$ cat src/sv/slse_ram.sv
// Generic single-port-write, registered-read RAM.
`default_nettype none
module slse_ram #(
  parameter int WIDTH = 24,
  parameter int DEPTH = 32
) (
  input  wire logic                                 clk,
  input  wire logic                                 we,
  input  wire logic [(DEPTH > 1 ? $clog2(DEPTH) : 1)-1:0] waddr,
  input  wire logic [WIDTH-1:0]                     wdata,
  input  wire logic                                 re,
  input  wire logic [(DEPTH > 1 ? $clog2(DEPTH) : 1)-1:0] raddr,
  output logic      [WIDTH-1:0]                     rdata
);
  logic [WIDTH-1:0] mem [DEPTH];
  logic [WIDTH-1:0] rdata_r;

  always_ff @(posedge clk) begin
    if (we) begin
      mem[waddr] <= wdata;
    end
    if (re) begin
      rdata_r <= mem[raddr];
    end
  end

  assign rdata = rdata_r;
endmodule
`default_nettype wire

$ cat config.mk
export PLATFORM = sky130hd
export DESIGN_NAME = slse_ram
export DESIGN_NICKNAME = d
export VERILOG_FILES = /design/src/sv/slse_ram.sv
export SDC_FILE = /design/constraint.sdc
export NUM_CORES = 1
export LEC_CHECK = 0
export BUFFER_PORTS_ARGS = -buffer_cell sky130_fd_sc_hd__buf_2
export CAP_MARGIN = 20
export CORE_UTILIZATION = 30
export CTS_CLUSTER_DIAMETER = 100
export DETAILED_ROUTE_END_ITERATION = 16
export PLACE_DENSITY = 0.41
export SLEW_MARGIN = 25
export SYNTH_ARGS = -nofsm -noshare
export SYNTH_HDL_FRONTEND = slang
export SYNTH_SLANG_ARGS = --single-unit
$ cat constraint.sdc
create_clock -name clk -period 3.95 [get_ports clk]
set_input_delay 0.79 -clock clk [delete_from_list [all_inputs] [get_ports clk]]
set_output_delay 0.79 -clock clk [all_outputs]
set_load 0.005 [all_outputs]
Word level (Yosys, flattened, before mapping)
Memories as Yosys holds them, arrays and structs flattened. A register that Yosys moved wholly into a read port is not among the register bits.
Index checks and enable logic that the tools add are counted.
{"block": "totals", "register_bits": 0, "memories": 1, "ram_bits": 768, "in_bits": 37}
{"block": "classes", "mux": 2}
{"memory": "mem", "words": 32, "width": 24, "rd": 1, "rd_ports_with_merged_regs": 1, "write_ports": 1, "line_no": "15", "rtl": "logic [WIDTH-1:0] mem [DEPTH];"}
{"operator": "two-way mux 1 bit", "count": 2}

Logic depth before layout (Yosys ltp)
{"block": "logic_depth", "word_depth": 2, "depth_mapped": 8, "depth_no_buf": 5}

Least setup slack after synthesis
OpenSTA, ideal clock, no wires.
{"block": "synth_timing", "kind": "input-to-reg", "start": "input port waddr[1] in the netlist's numbering", "end": "memory mem[12][0] (enable)", "stages": 3, "arrival_ns": 2.472, "required_ns": 3.545, "setup_ns": 0.405, "path_slack_ns": 1.073, "cell_sequence": "or3b_2 > clkbuf_1 > nor2_1"}
{"item": "start, declared", "line_no": "9", "rtl": "input wire logic [(DEPTH > 1 ? $clog2(DEPTH) : 1)-1:0] waddr,"}
{"item": "end, declared", "line_no": "15"}
Straight into the memory's write port.

==> summary.log <==
INFO  die            chipWidth=322um
INFO  place          dp_hpwl=47.8mm
INFO  clock_tree     cts_buffers=86
INFO  critical_path  path_max_fanout=41
INFO  critical_path  critical_path.reg2reg.endpoint=rdata[12]
INFO  critical_path  critPathArrivalTime=2.88ns
INFO  critical_path  ff2ff_path_depth=5
INFO  yosys          mappedNetlistArea=30700um^2
INFO  die            dieHeight=322um
INFO  timing         setup-tns-final=0ns
INFO  critical_path  worst-endpoint-required=4.32ns
INFO  hold_path      timing.hold.worst.class=in2reg
INFO  global_routing antenna_violations_before_repair=6
INFO  hold_path      hold_path_end=mem[4][0]
INFO  drt            drc=0
INFO  critical_path  critical_path.top_delay_family=simple AND/OR/NAND/NOR gates
INFO  global_routing grt_start_max_net_pins=53
INFO  critical_path  worst_setup_path_end_kind=flip-flop
INFO  place          port_buffers=60
INFO  drt            drt-initial-drc-count=1293
INFO  timing         final_setup_viols=0
INFO  critical_path  crit-reg2reg-launch=mem[7][12]
INFO  critical_path  start_kind=primary input
INFO  die            std_cell_core_area=102000um^2
INFO  power          max-vdd-ir-drop=0.284mV
INFO  final_layout   insertedDiodeCount=0
INFO  final_layout   num-nets-final=1872
INFO  timing         hold-worst-slack=0.659ns
INFO  power          combinationalPowerShare=5.1%
INFO  timing         timing_max_transition_violations_final=0
INFO  timing         clock_skew=0.0198ns
INFO  clock_tree     clock_tree.root_cell=sky130_fd_sc_hd__clkbuf_16
INFO  yosys          ys.warnings.count=0
INFO  yosys          synth.yosys.seq_area_share=77.4%
INFO  status         outcome=finished clean
INFO  clock_tree     ctsResizeCount=0
INFO  drt            wl=86.5mm
INFO  yosys          synthTopCellsByCount=sky130_fd_sc_hd__edfxtp_1, sky130_fd_sc_hd__mux2i_1, sky130_fd_sc_hd__nand2_1, sky130_fd_sc_hd__nand3_1
INFO  power          power_frac_seq=52.5%
INFO  drt            drtPass1Iterations=5
INFO  clock_tree     clkSinkCount=792
INFO  final_layout   syn2layout_area_growth=16.4%
INFO  yosys          post_synthesis_sequential_element_count=792
INFO  clock_tree     tritoncts_clock_tree=yes
INFO  timing         min_period_over_period=63.5%
INFO  yosys          leading_cell_types_by_total_area_after_synthesis=sky130_fd_sc_hd__edfxtp_1, sky130_fd_sc_hd__mux2i_1, sky130_fd_sc_hd__a22oi_1, sky130_fd_sc_hd__a22o_1, sky130_fd_sc_hd__nand3_1
INFO  power          static_leak=12.2nW
INFO  yosys          yosys.area.top_type=sky130_fd_sc_hd__edfxtp_1
INFO  global_routing grt_use_total=16.8%
INFO  timing         final_hold_viol_count=0
INFO  critical_path  crit_buf_inv=2
INFO  hold_path      worst_hold_path.num_cells=1
INFO  yosys          average_cell_area_after_synthesis=18.0um^2
INFO  timing         rsz_0062_raised_after_global_routing=no
INFO  clock_tree     clock_tree.htree_level_count=3
INFO  critical_path  stage_delay_of_the_slowest_cell_on_the_critical_path=0.70ns
INFO  drt            post_drt_wl_per_cell=26.4um
INFO  critical_path  type_of_the_worst_setup_path=in2reg
INFO  clock_tree     worst_setup_hold_path_clk_slew=0.06ns
INFO  timing         worst-slew-pin-transition=1.05ns
INFO  critical_path  rrSetupSlack=2.22ns
INFO  die            io_pins=61
INFO  timing         max_slew_margin=30.0%
INFO  global_routing grt_pass1_wl=123mm
INFO  clock_tree     buffer_depth_of_the_longest_clock_path=3
INFO  timing         max_freq=398MHz
INFO  hold_path      hold_path_startpoint=wdata[0]
INFO  place          globalplace.congestion=0.736
INFO  yosys          postSynth.topFlopCell=sky130_fd_sc_hd__edfxtp_1
INFO  clock_tree     post_cts_hold_buffer_count=0
INFO  power          power.switching_fraction=22.1%
INFO  yosys          post_synth_edffs=792
INFO  yosys          synth.top_cell.area_share=77.4%
INFO  drt            total_via_count_in_the_routed_design=15800
INFO  global_routing grt-ovfl-total=0
INFO  drt            route.detailed.vias_per_inst=4.83
INFO  die            initial_utilization=30.2%
INFO  yosys          postSynth.asyncResetShare=0%
INFO  die            core.rowCount=117
INFO  critical_path  crit_slowest_cell=sky130_fd_sc_hd__and2_4
INFO  timing         min_period=2.51ns
INFO  power          internal_power=14.0mW
INFO  global_routing number_of_global_route_vias_before_repair=16200
INFO  drt            antenna_left=0
INFO  final_layout   drive_gt1_share=15.3%
INFO  yosys          syn-num-nets=1748
INFO  run            maxCapViolations=0
INFO  clock_tree     latest_clock_arrival_within_the_worst_skew_pair=0.65ns
INFO  power          pwr-share-clk=42.4%
INFO  yosys          post_synth_num_cell_types=23
INFO  yosys          yosysMostFrequentCell=sky130_fd_sc_hd__edfxtp_1
INFO  die            die_area=104000um^2
INFO  power          switchingPower=3.97mW
INFO  critical_path  cells_traversed_along_the_worst_timing_path=buf_2 -> and2_4 -> buf_4 -> a22o_1 -> nor3_1 -> a31oi_1 -> nand3_1
INFO  clock_tree     postCtsSetupBuffers=0
INFO  power          pwr_per_cell_area=502nW/um^2
INFO  yosys          synth_cells=1711
[metrics by stage]
stage	power (mW)	cell area, um^2	setup slack [ns]	util (%)	instances
finish	18.0	35800	1.44	35.2	3273
global route	18.6	35800	1.40	35.2	3273
CTS	18.2	35800	1.52	35.2	3273
detailed placement	10.5	33100	0.834	32.6	3115
global placement	10.5	33100	0.827	32.6	3115
floorplan	10.1	30700	1.07	-	1711
[worst max-delay path by stage]
stage                     startpoint          to  slack [ns]  cells past startpoint
after floorplan             waddr[1]  mem[12][0]        1.07                      3
after global placement      raddr[0]    rdata[5]        0.83                      7
after detailed placement    raddr[2]    rdata[2]        0.83                      7
after CTS                   raddr[0]    rdata[5]        1.52                      7
after global routing        raddr[0]    rdata[5]        1.40                      7
final                       raddr[2]    rdata[1]        1.44                      7
[worst register-to-register path, cell delays in order (launching register included)]
cell,delay (ns)
sky130_fd_sc_hd__edfxtp_1,0.36
sky130_fd_sc_hd__mux2i_1,0.20
sky130_fd_sc_hd__a22o_1,0.17
sky130_fd_sc_hd__nor3_1,0.06
sky130_fd_sc_hd__a31oi_1,0.53
sky130_fd_sc_hd__nand3_1,0.14
[flip-flops by register name (all words and copies together) (netlist names)]
| name | count |
|---|---|
| mem | 768 |
| rdata | 24 |
[per-layer routing]
metal	vias to the layer above	wire length [um]	GRT usage, %
li1	7074	-	-
met1	8342	40800	23.7
met2	283	40300	26.6
met3	109	3770	3.14
met4	8	1610	4.28
met5	-	52	0
[cells in the final DEF (no fill, tap or decap), types with 3 or more instances in the layout]
cell type and count:
sky130_fd_sc_hd__nand2_1 74, sky130_fd_sc_hd__a21oi_1 72, sky130_fd_sc_hd__clkinv_1 22, sky130_fd_sc_hd__buf_4 61, sky130_fd_sc_hd__a22o_1 48, sky130_fd_sc_hd__edfxtp_1 792
sky130_fd_sc_hd__nor2_4 33, sky130_fd_sc_hd__bufinv_16 4, sky130_fd_sc_hd__clkinv_2 20, sky130_fd_sc_hd__a31oi_1 24, sky130_fd_sc_hd__nand3_1 74, sky130_fd_sc_hd__or3b_2 3
sky130_fd_sc_hd__clkbuf_1 18, sky130_fd_sc_hd__a22oi_1 72, sky130_fd_sc_hd__buf_12 14, sky130_fd_sc_hd__clkbuf_16 87, sky130_fd_sc_hd__nor3_1 24, sky130_fd_sc_hd__nand3b_1 5
sky130_fd_sc_hd__buf_2 58, sky130_fd_sc_hd__mux2i_1 384
[logic make-up after synthesis]
kind of cell	after synthesis	share of synthesized area, %
compound gates	216	4.79
buf+inv	98	2.02
flops	792	77.4
mux	384	12.5
simple gates	221	3.27
[cell type report]
type	count	area, um^2
Clock buffer	105	2240
Multi-Input combinational cell	821	6590
Tap cell	1368	1710
Timing Repair Buffer	134	1040
Sequential cell	792	23800
Clock inverter	53	400
Fill cell	9605	65800
[power by group through the flow]
stage	Combinational [mW]	Clock, mW	Sequential [mW]
floorplan	0.492	0	9.59
global placement	0.924	0	9.60
detailed placement	0.932	0	9.60
CTS	0.934	7.84	9.42
global route	0.992	8.15	9.43
finish	0.917	7.62	9.42
Note: power is estimated with default switching activity, not from simulation.
